### src/bdlp_pkg.sv
// ----------------------------------------------------------------------------
// bdlp_pkg
// Shared types, register indexes, reset timings, the saturating add and the
// initial state for the debounced long-press detector.
// ----------------------------------------------------------------------------
package bdlp_pkg;

    localparam int unsigned TIME_W   = 16;
    localparam int unsigned CFG_IDX_W = 2;

    localparam logic [CFG_IDX_W-1:0] REG_DEBOUNCE_TIME = 2'd0;
    localparam logic [CFG_IDX_W-1:0] REG_HOLD_TIME     = 2'd1;
    localparam logic [CFG_IDX_W-1:0] REG_REARM_TIME    = 2'd2;

    localparam logic [TIME_W-1:0] RST_DEBOUNCE_TIME = 16'd50;
    localparam logic [TIME_W-1:0] RST_HOLD_TIME     = 16'd3000;
    localparam logic [TIME_W-1:0] RST_REARM_TIME    = 16'd1000;

    typedef logic [TIME_W-1:0] time_t;

    typedef struct packed {
        time_t debounce_time;
        time_t hold_time;
        time_t rearm_time;
    } cfg_t;

    typedef struct packed {
        logic  reinit;
        cfg_t  regs;
    } cfg_upd_t;

    typedef struct packed {
        logic  prev_raw;
        time_t stable_timer;
        logic  debounced;
        time_t press_timer;
        time_t release_timer;
        logic  fired_hold;
        logic  armed;
    } state_t;

    function automatic time_t sat_add(input time_t cur, input time_t inc, input time_t cap);
        logic [TIME_W:0] sum;
        time_t           res;
        sum = {1'b0, cur} + {1'b0, inc};
        if ((cur >= cap) || (sum >= {1'b0, cap}))
        begin
            res = cap;
        end
        else
        begin
            res = sum[TIME_W-1:0];
        end
        return res;
    endfunction

    function automatic state_t init_state(input cfg_t c);
        state_t s;
        s.prev_raw      = 1'b0;
        s.stable_timer  = c.debounce_time;
        s.debounced     = 1'b0;
        s.press_timer   = '0;
        s.release_timer = c.rearm_time;
        s.fired_hold    = 1'b0;
        s.armed         = 1'b1;
        return s;
    endfunction

endpackage

### src/button_debounce_long_press_detector_core.sv
// ----------------------------------------------------------------------------
// button_debounce_long_press_detector_core
// Debounced long-press detector: one fire flag per raw button sample.
//
//   channel | signals                          | direction
//   --------+----------------------------------+----------
//   in      | in_valid, in_ready, raw_level,   | into block
//           | elapsed                          |
//   out     | out_valid, out_ready, fire       | out of block
//   cfg     | cfg_we, cfg_index, cfg_data      | into block
//
// One item per cycle unless the output stalls; fire is the result register.
// The state update is a single pass between the input and result registers.
// Reset loads the default timings and the idle detector state.
// A stalled output holds the result; the input register still takes one
// more item while the result waits.
// ----------------------------------------------------------------------------
module button_debounce_long_press_detector_core
    import bdlp_pkg::*;
(
    input  logic                 clk,
    input  logic                 rst_n,
    input  logic                 cfg_we,
    input  logic [CFG_IDX_W-1:0] cfg_index,
    input  logic [TIME_W-1:0]    cfg_data,
    input  logic                 in_valid,
    output logic                 in_ready,
    input  logic                 raw_level,
    input  logic [TIME_W-1:0]    elapsed,
    output logic                 out_valid,
    input  logic                 out_ready,
    output logic                 fire
);

    cfg_t     cfg;
    cfg_upd_t cfg_upd;

    logic  in_valid_reg;
    logic  raw_reg;
    time_t elapsed_reg;
    logic  out_valid_reg;
    logic  fire_reg;
    logic  fire_next;
    logic  advance;

    assign advance  = in_valid_reg && (!out_valid_reg || out_ready);
    assign in_ready = !in_valid_reg || advance;

    bdlp_cfg u_cfg
    (
        .clk       (clk),
        .rst_n     (rst_n),
        .cfg_we    (cfg_we),
        .cfg_index (cfg_index),
        .cfg_data  (cfg_data),
        .cfg       (cfg),
        .cfg_upd   (cfg_upd)
    );

    bdlp_step u_step
    (
        .clk       (clk),
        .rst_n     (rst_n),
        .cfg       (cfg),
        .cfg_upd   (cfg_upd),
        .advance   (advance),
        .raw_level (raw_reg),
        .elapsed   (elapsed_reg),
        .fire_next (fire_next)
    );

    always_ff @(posedge clk or negedge rst_n)
    begin
        if (!rst_n)
        begin
            in_valid_reg  <= 1'b0;
            out_valid_reg <= 1'b0;
        end
        else
        begin
            if (in_ready)
            begin
                in_valid_reg <= in_valid;
            end
            if (advance)
            begin
                out_valid_reg <= 1'b1;
            end
            else if (out_ready)
            begin
                out_valid_reg <= 1'b0;
            end
        end
    end

    always_ff @(posedge clk)
    begin
        if (in_ready && in_valid)
        begin
            raw_reg     <= raw_level;
            elapsed_reg <= elapsed;
        end
        if (advance)
        begin
            fire_reg <= fire_next;
        end
    end

    assign out_valid = out_valid_reg;
    assign fire      = fire_reg;

    a_advance_fills_out: assert property (@(posedge clk) disable iff (!rst_n)
        advance |=> out_valid_reg)
        else $error("result register not loaded after advance");

    a_stall_keeps_item: assert property (@(posedge clk) disable iff (!rst_n)
        (in_valid_reg && !advance) |=> in_valid_reg)
        else $error("item dropped from input register while stalled");

    a_stall_keeps_fire: assert property (@(posedge clk) disable iff (!rst_n)
        (out_valid_reg && !out_ready) |=> $stable(fire_reg))
        else $error("held result changed");

endmodule

### src/bdlp_cfg.sv
// ----------------------------------------------------------------------------
// bdlp_cfg
// Configuration registers; flags a re-initialization on every write that
// hits a defined register.
// ----------------------------------------------------------------------------
module bdlp_cfg
    import bdlp_pkg::*;
(
    input  logic                 clk,
    input  logic                 rst_n,
    input  logic                 cfg_we,
    input  logic [CFG_IDX_W-1:0] cfg_index,
    input  logic [TIME_W-1:0]    cfg_data,
    output cfg_t                 cfg,
    output cfg_upd_t             cfg_upd
);

    cfg_t cfg_reg;
    cfg_t cfg_next;
    logic hit;

    always_comb
    begin
        cfg_next = cfg_reg;
        hit      = 1'b0;
        if (cfg_we)
        begin
            unique case (cfg_index)
                REG_DEBOUNCE_TIME:
                begin
                    cfg_next.debounce_time = cfg_data;
                    hit                    = 1'b1;
                end
                REG_HOLD_TIME:
                begin
                    cfg_next.hold_time = cfg_data;
                    hit                = 1'b1;
                end
                REG_REARM_TIME:
                begin
                    cfg_next.rearm_time = cfg_data;
                    hit                 = 1'b1;
                end
                default:
                begin
                    hit = 1'b0;
                end
            endcase
        end
    end

    always_ff @(posedge clk or negedge rst_n)
    begin
        if (!rst_n)
        begin
            cfg_reg.debounce_time <= RST_DEBOUNCE_TIME;
            cfg_reg.hold_time     <= RST_HOLD_TIME;
            cfg_reg.rearm_time    <= RST_REARM_TIME;
        end
        else
        begin
            cfg_reg <= cfg_next;
        end
    end

    assign cfg            = cfg_reg;
    assign cfg_upd.reinit = hit;
    assign cfg_upd.regs   = cfg_next;

endmodule

### src/bdlp_step.sv
// ----------------------------------------------------------------------------
// bdlp_step
// Detector state, its one-item update (debounce, hold and rearm timers) and
// its re-initialization on a configuration write.
module bdlp_step
    import bdlp_pkg::*;
(
    input  logic        clk,
    input  logic        rst_n,
    input  cfg_t        cfg,
    input  cfg_upd_t    cfg_upd,
    input  logic        advance,
    input  logic        raw_level,
    input  time_t       elapsed,
    output logic        fire_next
);

    state_t state_reg;
    state_t state_next;
    state_t s;

    always_comb
    begin
        s         = state_reg;
        fire_next = 1'b0;

        if (raw_level != s.prev_raw)
        begin
            s.prev_raw     = raw_level;
            s.stable_timer = '0;
        end
        else
        begin
            s.stable_timer = sat_add(s.stable_timer, elapsed, cfg.debounce_time);
        end

        if ((s.stable_timer >= cfg.debounce_time) && (s.debounced != raw_level))
        begin
            s.debounced   = raw_level;
            s.press_timer = '0;
            if (raw_level)
            begin
                s.release_timer = '0;
                s.fired_hold    = 1'b0;
            end
        end

        if (s.debounced)
        begin
            s.release_timer = '0;
            s.press_timer   = sat_add(s.press_timer, elapsed, cfg.hold_time);
            if (s.armed && !s.fired_hold && (s.press_timer >= cfg.hold_time))
            begin
                s.fired_hold = 1'b1;
                s.armed      = 1'b0;
                fire_next    = 1'b1;
            end
        end
        else
        begin
            s.press_timer   = '0;
            s.release_timer = sat_add(s.release_timer, elapsed, cfg.rearm_time);
            if (!s.armed && (s.release_timer >= cfg.rearm_time))
            begin
                s.armed = 1'b1;
            end
        end

        if (cfg_upd.reinit)
        begin
            state_next = init_state(cfg_upd.regs);
        end
        else if (advance)
        begin
            state_next = s;
        end
        else
        begin
            state_next = state_reg;
        end
    end

    always_ff @(posedge clk or negedge rst_n)
    begin
        if (!rst_n)
        begin
            state_reg.prev_raw      <= 1'b0;
            state_reg.stable_timer  <= RST_DEBOUNCE_TIME;
            state_reg.debounced     <= 1'b0;
            state_reg.press_timer   <= '0;
            state_reg.release_timer <= RST_REARM_TIME;
            state_reg.fired_hold    <= 1'b0;
            state_reg.armed         <= 1'b1;
        end
        else
        begin
            state_reg <= state_next;
        end
    end

    a_fire_disarms: assert property (@(posedge clk) disable iff (!rst_n)
        (advance && fire_next && !cfg_upd.reinit) |=> (!state_reg.armed && state_reg.fired_hold))
        else $error("fire did not disarm the detector");

    a_release_idle_when_pressed: assert property (@(posedge clk) disable iff (!rst_n)
        state_reg.debounced |-> (state_reg.release_timer == '0))
        else $error("release timer running while pressed");

    a_press_idle_when_released: assert property (@(posedge clk) disable iff (!rst_n)
        !state_reg.debounced |-> (state_reg.press_timer == '0))
        else $error("press timer running while released");

    a_stable_capped: assert property (@(posedge clk) disable iff (!rst_n)
        state_reg.stable_timer <= cfg.debounce_time)
        else $error("stability timer above debounce time");

endmodule
### config.mk
export PLATFORM = sky130hd
export DESIGN_NAME = button_debounce_long_press_detector_core
export DESIGN_NICKNAME = d
export VERILOG_FILES = /design/src/bdlp_pkg.sv /design/src/button_debounce_long_press_detector_core.sv /design/src/bdlp_cfg.sv /design/src/bdlp_step.sv
export SDC_FILE = /design/constraint.sdc
export NUM_CORES = 1
export LEC_CHECK = 0
export BUFFER_PORTS_ARGS = -buffer_cell sky130_fd_sc_hd__buf_2
export CAP_MARGIN = 20
export CORE_UTILIZATION = 45
export CTS_CLUSTER_DIAMETER = 200
export CTS_CLUSTER_SIZE = 12
export DETAILED_ROUTE_END_ITERATION = 7
export GPL_TIMING_DRIVEN = 0
export PLACE_DENSITY = 0.66
export SETUP_SLACK_MARGIN = 0.05
export SLEW_MARGIN = 20
export SYNTH_ARGS = -nofsm -noshare
export SYNTH_HDL_FRONTEND = slang
export SYNTH_SLANG_ARGS = --single-unit
### constraint.sdc
create_clock -name clk -period 13.84 [get_ports clk]
set_clock_uncertainty 0.2 [all_clocks]
set_input_delay 1.384 -clock clk [delete_from_list [all_inputs] [get_ports clk]]
set_output_delay 1.384 -clock clk [all_outputs]
set_load 0.005 [all_outputs]
Word level (Yosys, flattened, before mapping)
Cells that the tools add are included.
Word-level totals
  flip-flop bits (word level): 120
  input bits: 40
  output and inout bits: 3
  word-level logic and storage cells: 81
Cells by class
  add/sub/neg operators: 3
  order comparisons: 9
  equal/unequal tests: 5
  mux-type cells: 25
  reduce and logical (&&, ||, !) cells: 24
Operators by type and width (count)
  16-bit 2-to-1 mux: 9
  52-bit 2-to-1 mux: 2
  16-bit greater-or-equal comparator: 6
  16-bit by 16-bit adder with 17-bit output: 3
  17-bit by 16-bit greater-or-equal comparator with 1-bit output: 3
  48-bit 2-to-1 mux: 1
  34-bit 2-to-1 mux: 1
  32-bit 2-to-1 mux: 1
  17-bit 2-to-1 mux: 1
  1-bit 2-to-1 mux: 9
  1-bit logical AND: 6
  2-bit nonzero test: 3
  1-bit logical OR: 5
  1-bit zero test: 4
  2-bit AND reduction: 2
  3-bit != test, second input constant: 1
  3-bit AND reduction: 1
  3-bit nonzero test: 1
  3-bit OR reduction: 1
  2-bit by 1-bit equality test with 1-bit output, second input constant: 1
  2-bit equality test, second input constant: 1
  2-bit zero test: 1
  2-bit 2-to-1 mux: 1
  1-bit != test: 2

Depth between registers and ports, before layout
Gate-level depths: netlist (run 1).
  word-level depth: 19
  mapped depth: 65
  mapped depth without buffers: 60

Hierarchy
From an unflattened synthesis (run 1), not the netlist that was laid out.
Second synthesis, totals
  cell total of the unflattened synthesis: 1143
  area, all modules: 11118.2 um2
Modules (own cells, without submodules)
  bdlp_step: times used 1, cells an instance 1013, area an instance 8623.3 um2, seq. area each 1313.8 um2
  bdlp_cfg: times used 1, cells an instance 104, area an instance 1850.5 um2, seq. area each 1221.2 um2
  button_debounce_long_press_detector_core: times used 1, cells an instance 26, area an instance 644.4 um2, seq. area each 590.6 um2

Least setup slack after synthesis (run 1)
No wires, ideal clock.
  kind: flip-flop to flip-flop
  from: register elapsed_reg[1]
  to: register u_step.state_reg[0] in the netlist's numbering
  setup time: 0.084 ns
  arrival: 11.098 ns
  data required time: 13.556 ns
  slack: 2.459 ns
  stages on the path, launching flop included: 56
  buffers on the path: 5
  period minus slack after synthesis: 11.381 ns
  path through: edfxtp_1 -> ha_1 -> a21o_1 -> a21oi_1 -> o21ai_0 -> a21oi_1 -> nor3_1 -> a2111oi_0 -> o21ai_0 -> xor2_1 -> ha_1 -> a2111oi_0 -> o31ai_1 -> a221oi_1 -> and3b_1 -> clkbuf_1 -> clkbuf_1 -> a21oi_1 -> [... 20 more ...] -> nor2b_1 -> o21ai_0 -> o2111ai_1 -> o221ai_1 -> nand3_1 -> a31oi_2 -> buf_2 -> mux2_2 -> ha_1 -> a21o_1 -> a21o_1 -> a21o_1 -> a21o_1 -> a211oi_1 -> o21bai_1 -> a211oi_1 -> o21ai_0 -> a221o_1
Between the ends
  longest elaborated chain between the ends: 17
  elaborated cells between the ends (all ways): 32
  classes of those cells: add/sub (3); order compare (8); eq/ne (1); mux (10); reduce/logical (10)
Ends and longest elaborated chain
  start, declared: RTL line button_debounce_long_press_detector_core.sv:40  | time_t elapsed_reg;
  start signal, assigned: RTL line button_debounce_long_press_detector_core.sv:101  | elapsed_reg <= elapsed;
  16-bit by 16-bit adder with 17-bit output: RTL line bdlp_pkg.sv:45  | sum = {1'b0, cur} + {1'b0, inc};
  17-bit by 16-bit greater-or-equal comparator with 1-bit output: RTL line bdlp_pkg.sv:46  | if ((cur >= cap) || (sum >= {1'b0, cap}))
  1-bit logical OR: RTL line bdlp_pkg.sv:46
  16-bit 2-to-1 mux: RTL line bdlp_pkg.sv:46
  16-bit 2-to-1 mux: RTL line bdlp_step.sv:27  | if (raw_level != s.prev_raw)
  16-bit greater-or-equal comparator: RTL line bdlp_step.sv:37  | if ((s.stable_timer >= cfg.debounce_time) && (s.debounced != raw_level))
  1-bit logical AND: RTL line bdlp_step.sv:37
  34-bit 2-to-1 mux: RTL line bdlp_step.sv:37
  16-bit by 16-bit adder with 17-bit output: RTL line bdlp_pkg.sv:45
  17-bit by 16-bit greater-or-equal comparator with 1-bit output: RTL line bdlp_pkg.sv:46
  1-bit logical OR: RTL line bdlp_pkg.sv:46
  16-bit 2-to-1 mux: RTL line bdlp_pkg.sv:46
  16-bit 2-to-1 mux: RTL line bdlp_step.sv:48  | if (s.debounced)
  16-bit greater-or-equal comparator (on tied branches): RTL line bdlp_step.sv:52, bdlp_step.sv:63
  1-bit logical AND (on tied branches): RTL line bdlp_step.sv:52, bdlp_step.sv:63
  3-bit != test (no line) / 3-bit nonzero test (equally long branches)
  3-bit AND reduction (no line)
  end signal, assigned: RTL line bdlp_step.sv:97  | state_reg <= state_next;
  end, declared: RTL line bdlp_step.sv:18  | state_t state_reg;
Parallel ways exist; a longest one is shown, timed or not. The select of a mux whose other input is x is not followed.
A chain may end at the register's enable or synchronous reset.

Final worst setup path (run 1)
  from: register elapsed_reg[0]
  to: register u_step.state_reg[0] in the netlist's numbering
Same word-level chain as after synthesis.

==> impl_metrics.tcl, run 1 <==
set metrics [dict create \
    status "completed" \
    antenna_found_initial 2 \
    ir_worst_vdd_v 0.0000967 \
    synthTopCellsByCount "189 x ha_1, 83 x inv_1, 82 x a21oi_1" \
    worst_pin_slew_ns 1.09 \
    largest_reg_flops 52 \
    async_flop_share_pct 85.0 \
    grt_max_degree 61 \
    leakage_uw 0.00588 \
    critPathKind "reg -> reg" \
    synth_top_area_share_pct 21.6 \
    insertion_delay_ns 0.44 \
    hold_depth 1 \
    setup_viol 0 \
    synth_ff_type "dfrtp_1" \
    die_h_um 158 \
    drive_above_1_share_pct 15.7 \
    cts_tree "yes" \
    regToRegStartpoint "elapsed_reg[0]$_DFFE_PP_" \
    synth.area.top_cells "ha_1 22%, dfrtp_1 17%, dfstp_2 6.2%, mux2_2 5.1%, edfxtp_1 4.9%" \
    yosys_warnings 0 \
    drtIter0Drc 628 \
    start_kind "flip-flop" \
    yosys.cell_count.top_type "ha_1" \
    nNetsFinal 1483 \
    ff2ff_setup_slack_ns 0.81 \
    grt_usage_pct 27.3 \
    slowest_delay_ns 0.52 \
    num_rows 56 \
    numCtsBuffers 17 \
    slowest_stage "edfxtp_1" \
    fmax_mhz 76.8 \
    clk_path_buf_depth 2 \
    vias 9369 \
    ios 43 \
    clkTransAtPathRegs_ns 0.06 \
    gp_congestion 0.904 \
    path_max_fanout 10 \
    synth_seq_area_share_pct 28.5 \
    hold_viol 0 \
    cts-root-buf "clkbuf_16" \
    wirelength_um 32700 \
    synth_top_cell_by_area "ha_1" \
    hpwlAfterDp_um 25300 \
    finalSetupTns_ns 0 \
    end_kind "flip-flop" \
    power.density_mw_per_mm2 204 \
    synth-seq-cells 120 \
    rsz0062_at_grt "no" \
    drc_errors 0 \
    min_from "u_step.state_reg[25]$_DFFE_PN0P_" \
    period_needed_ns 13.03 \
    grt_pass1_vias 9139 \
    grt_pass1_wl_um 50600 \
    wl_per_cell_um 20.7 \
    r2r_end "u_step.state_reg[0]$_DFFE_PN1P_" \
    slew_violations 0 \
    start_util_pct 46.3 \
    dp_cells 1545 \
    htreeDepth 4 \
    syn_inst 1183 \
    die-area_sq_mm 0.0250 \
    cp_common_cell "a21o_1" \
    placement.io_buffers 42 \
    vias_per_cell 5.91 \
    synth_edf_count 18 \
    maxCapViolCount 0 \
    slew_headroom_pct 27.1 \
    core-area_sq_mm 0.0237 \
    drtPass1Iterations 5 \
    synth_area_sq_mm 0.0110 \
    worstPathArrival_ns 13.19 \
    syn_avg_cell_area_sq_um 9.27 \
    min_to "u_step.state_reg[25]$_DFFE_PN0P_" \
    finalCritPeriodShare_pct 94.1 \
    syn2layout_area_growth_pct 12.6 \
    finalNonFillerCells 1584 \
    r2r_cells 53 \
    die_w_um 158 \
    antenna_left 0 \
    required_ns 14.00 \
    synth_cell_types 72 \
    synth_nets 1415 \
    holdCritPathClass "reg -> reg" \
    cts_num_sinks 120 \
    grt_overflow 0 \
]
[worst max path at each step]
stage                                        start                              end  slack [ns]  cells after the start
after global routing      elapsed_reg[0]$_DFFE_PP_  u_step.state_reg[0]$_DFFE_PN1P_        0.07                     53
after global placement    elapsed_reg[1]$_DFFE_PP_  u_step.state_reg[0]$_DFFE_PN1P_       -0.70                     56
after floorplan           elapsed_reg[1]$_DFFE_PP_  u_step.state_reg[0]$_DFFE_PN1P_        2.46                     55
after detailed placement  elapsed_reg[1]$_DFFE_PP_  u_step.state_reg[0]$_DFFE_PN1P_       -0.69                     55
final                     elapsed_reg[0]$_DFFE_PP_  u_step.state_reg[0]$_DFFE_PN1P_        0.81                     53
after CTS                 elapsed_reg[1]$_DFFE_PP_  u_step.state_reg[1]$_DFFE_PN0P_        0.16                     60
[routing by layer]
layer,track usage (%),up-vias,routed length (um)
met2,43.5,269,15100
met4,12.0,0,1110
li1,-,4500,-
met5,0,-,0
met3,6.13,69,1940
met1,35.3,4531,14600
[critical path: cells and delay by family (launching register included)]
| family | cells | cell delay (ns) |
|---|---|---|
| flip-flops | 1 | 0.52 |
| AND/OR/NAND/NOR | 9 | 1.77 |
| AO/OA/AOI/OAI | 30 | 7.00 |
| multiplexers | 1 | 0.25 |
| buffers and inverters | 5 | 1.01 |
| XOR/XNOR | 2 | 0.39 |
| adder cells (fa/ha/maj) | 6 | 1.79 |
[repair_timing]
action | CTS | global route
hold buffers | 0 | 0
buffers inserted | 1 | 6
pin swaps | 0 | 1
setup endpoints to repair | 3 | 3
resized for setup | 8 | 18
[power breakdown]
| group | internal, uW | switching [uW] |
|---|---|---|
| clock | 301 | 185 |
| combinational | 693 | 846 |
| sequential | 440 | 57.4 |
| total | 1430 | 1090 |
[through the flow]
step | hold slack, ns | utilization [%] | power, uW | instance area, sq um | setup WS, ns
2_1_floorplan | 0.250 | - | 1610 | 11000 | 2.46
3_3_place_gp | 0.270 | 48.9 | 1940 | 11600 | -0.697
3_5_place_dp | 0.276 | 49.0 | 1970 | 11600 | -0.688
4_1_cts | 0.291 | 51.8 | 2480 | 12300 | 0.164
5_1_grt | 0.312 | 52.1 | 2730 | 12300 | 0.0698
6_report | 0.298 | 52.1 | 2520 | 12300 | 0.813
[final cells by class]
type	instances	area, sq um
sequential	120	3130
multi-input combinational	944	7420
inverter	83	312
clock buffer	20	468
buffer	35	165
tap	319	399
timing repair buffer	50	297
antenna	1	2.50
clock inverter	12	160
fill	2233	11300
[cell usage in the layout, fill, tap and decap left out, types with 18 or more instances in the layout]
cell type / n
nor3_1: 18
and2_1: 36
o21a_1: 18
nor2_1: 69
buf_2: 42
a21oi_1: 81
mux2_2: 50
nand2_1: 72
clkbuf_16: 18
a21o_1: 41
dfrtp_1: 76
nand3_1: 23
edfxtp_1: 18
a221oi_1: 21
inv_1: 83
clkbuf_1: 26
o21ai_0: 71
xnor2_1: 30
dfstp_2: 26
ha_1: 189
[kinds of logic (layout without fill, tap and decap cells)]
kind of cell / after synthesis / in the layout / synth area share, %
mux: 65 / 65 / 7.05
fa+ha+maj: 193 / 193 / 22.2
compound gates: 340 / 340 / 20.6
other cells: 0 / 1 / 0
buf+inv: 119 / 200 / 4.27
flops: 120 / 120 / 28.5
xor+xnor: 45 / 45 / 3.60
simple gates: 301 / 301 / 13.8
Power figures use the tool's default switching activity.
==> inputs of run 2 (changes only) <==
--- a/config.mk
+++ b/config.mk
@@ -8,12 +8,14 @@
 export BUFFER_PORTS_ARGS = -buffer_cell sky130_fd_sc_hd__buf_2
 export CAP_MARGIN = 20
 export CORE_UTILIZATION = 45
+export CTS_BUF_LIST = sky130_fd_sc_hd__clkbuf_2 sky130_fd_sc_hd__clkbuf_4 sky130_fd_sc_hd__clkbuf_8
 export CTS_CLUSTER_DIAMETER = 200
 export CTS_CLUSTER_SIZE = 12
 export DETAILED_ROUTE_END_ITERATION = 7
 export GPL_TIMING_DRIVEN = 0
 export PLACE_DENSITY = 0.66
 export SETUP_SLACK_MARGIN = 0.05
+export SKIP_LAST_GASP = 1
 export SLEW_MARGIN = 20
 export SYNTH_ARGS = -nofsm -noshare
 export SYNTH_HDL_FRONTEND = slang
==> constraint.sdc (replaced) <==
create_clock -name clk -period 12.9 [get_ports clk]
set_clock_uncertainty 0.2 [all_clocks]
set_input_delay 1.29 -clock clk [delete_from_list [all_inputs] [get_ports clk]]
set_output_delay 1.29 -clock clk [all_outputs]
set_load 0.005 [all_outputs]
==> run 2 against run 1 <==
Flip-flop and latch count is the same. Fmax grew 5.5%. Power grew 4.3%. Global-route usage grew 0.20 points. Clock-buffer cell count shrank 1. Die area is the same. Critical path type unchanged.
==> impl_metrics.tcl, run 2 (same netlist as run 1, synthesis figures left out) <==
set metrics [dict create \
    fmax_mhz 81.0 \
    drc_errors 0 \
    drtIter0Drc 591 \
    antenna_found_initial 2 \
    largest_reg_flops 52 \
    nFillCells 2270 \
    grt_pass1_wl_um 51100 \
    antenna_left 0 \
    numCtsBuffers 17 \
    leakage_uw 0.00585 \
    startpoint "elapsed_reg[1]$_DFFE_PP_" \
    start_kind "flip-flop" \
    final_cell_mix "189 x ha_1, 83 x inv_1, 77 x a21oi_1, 76 x dfrtp_1, 71 x nand2_1" \
    maxCapViolCount 0 \
    end_kind "flip-flop" \
    setup_viol 0 \
    wirelength_um 33000 \
    grt_max_degree 61 \
    num_rows 56 \
    vias_per_cell 5.91 \
    required_ns 13.10 \
    finalNonFillerCells 1587 \
    die_w_um 158 \
    clkTransAtPathRegs_ns 0.09 \
    critPathKind "reg -> reg" \
    holdCritPathClass "reg -> reg" \
    htreeDepth 4 \
    ios 43 \
    ir_worst_vdd_v 0.0000921 \
    pre_cts_ws_ns -1.63 \
    slowest_stage "fa_2" \
    slowest_delay_ns 0.44 \
    insertion_delay_ns 0.47 \
    postCtsHoldBufs 0 \
    slew_violations 0 \
    grt_overflow 0 \
    finalCritPeriodShare_pct 95.7 \
    antennaDiodeCount 0 \
    status "completed" \
    report.power.total_uw 2630 \
    worst_pin_slew_ns 1.08 \
    gp_congestion 0.904 \
    period_needed_ns 12.34 \
    final_common_cell "ha_1" \
    die_h_um 158 \
    core-area_sq_mm 0.0237 \
    nNetsFinal 1487 \
    min_from "u_step.state_reg[18]$_DFFE_PN0P_" \
    cp_common_cell "a21o_1" \
    cts_tree "yes" \
    grt_usage_pct 27.5 \
    syn2layout_area_growth_pct 12.2 \
    regToRegStartpoint "elapsed_reg[1]$_DFFE_PP_" \
    cts_num_sinks 120 \
    start_util_pct 46.3 \
    layout_setup_ws_ns 0.558 \
    rsz0062_at_grt "yes" \
    cts-root-buf "clkbuf_8" \
    dp_cells 1545 \
    holdWs_ns 0.296 \
    slew_headroom_pct 27.9 \
    vias 9385 \
    clk_path_buf_depth 2 \
    hold_viol 0 \
    wl_per_cell_um 20.8 \
    drive_above_1_share_pct 17.5 \
    utilization_pct 52.0 \
    die-area_sq_mm 0.0250 \
    drtPass1Iterations 5 \
    hpwlAfterDp_um 25300 \
    worstPathArrival_ns 12.54 \
    grt_pass1_vias 9139 \
    placement.io_buffers 42 \
    power.density_mw_per_mm2 214 \
    path_max_fanout 10 \
]
## run 2: per-layer routing
metal	vias to the layer above	wire length (um)	GRT usage [%]
li1	4516	-	-
met1	4518	14800	36.2
met2	296	15200	44.9
met3	55	2190	5.83
met4	0	839	8.61
met5	-	0	0
## run 2: repair_timing
action	4_1_cts	5_1_grt
setup buffers	6	5
setup endpoints to repair	3	3
resized for setup	18	35
gates cloned	0	0
endpoints found under the hold margin	0	0
pin swaps	2	11
## run 2: critical path, delay by kind of cell (launching register included)
| family | cells | cell delay (ns) |
|---|---|---|
| and+or+nand+nor | 13 | 2.00 |
| muxes | 1 | 0.24 |
| DFF | 1 | 0.41 |
| AOI/OAI and AO/OA | 30 | 5.71 |
| buffers and inverters | 7 | 1.16 |
| xor gates and xnor gates | 2 | 0.48 |
| adders and majority gates | 6 | 2.04 |
## run 2: area by class of cell
| cell class | instances | area [sq um] | area share, % |
|---|---|---|---|
| multi-input cells | 944 | 7520 | 61.1 |
| flip-flops and latches | 120 | 3130 | 25.4 |
| well taps | 319 | 399 | 3.24 |
| repair buffers | 54 | 327 | 2.65 |
| inverters | 83 | 312 | 2.53 |
| clock buffers | 19 | 255 | 2.07 |
| clock inverters | 13 | 190 | 1.55 |
| plain buffers | 35 | 178 | 1.44 |
## run 2: per-stage QoR
| stage | area (sq um) | setup TNS, ns |
|---|---|---|
| after floorplan | 11000 | 0 |
| after global routing | 12300 | -0.0243 |
| after detailed placement | 11600 | -3.79 |
| after global placement | 11600 | -3.83 |
| after CTS | 12100 | 0 |
| final | 12300 | 0 |
## run 2: power by group
group | total (uW) | switching (uW) | internal (uW)
Combinational | 1700 | 931 | 766
Clock | 401 | 181 | 220
Sequential | 533 | 60.9 | 472
Total | 2630 | 1170 | 1460
## run 2: final timing paths
path / end / slack (ns) / depth (start not counted)
setup reg to reg: u_step.state_reg[0]$_DFFE_PN1P_ / 0.56 / 59
hold reg to reg: u_step.state_reg[18]$_DFFE_PN0P_ / 0.30 / 2
hold / removal: u_step.state_reg[18]$_DFFE_PN0P_ / 0.30 / 2
setup / recovery: u_step.state_reg[0]$_DFFE_PN1P_ / 0.56 / 59
min in group asynchronous: u_step.state_reg[28]$_DFFE_PN0P_ / 0.55 / 1
max in group asynchronous: u_cfg.cfg[8]$_DFF_PN1_ / 11.24 / 2
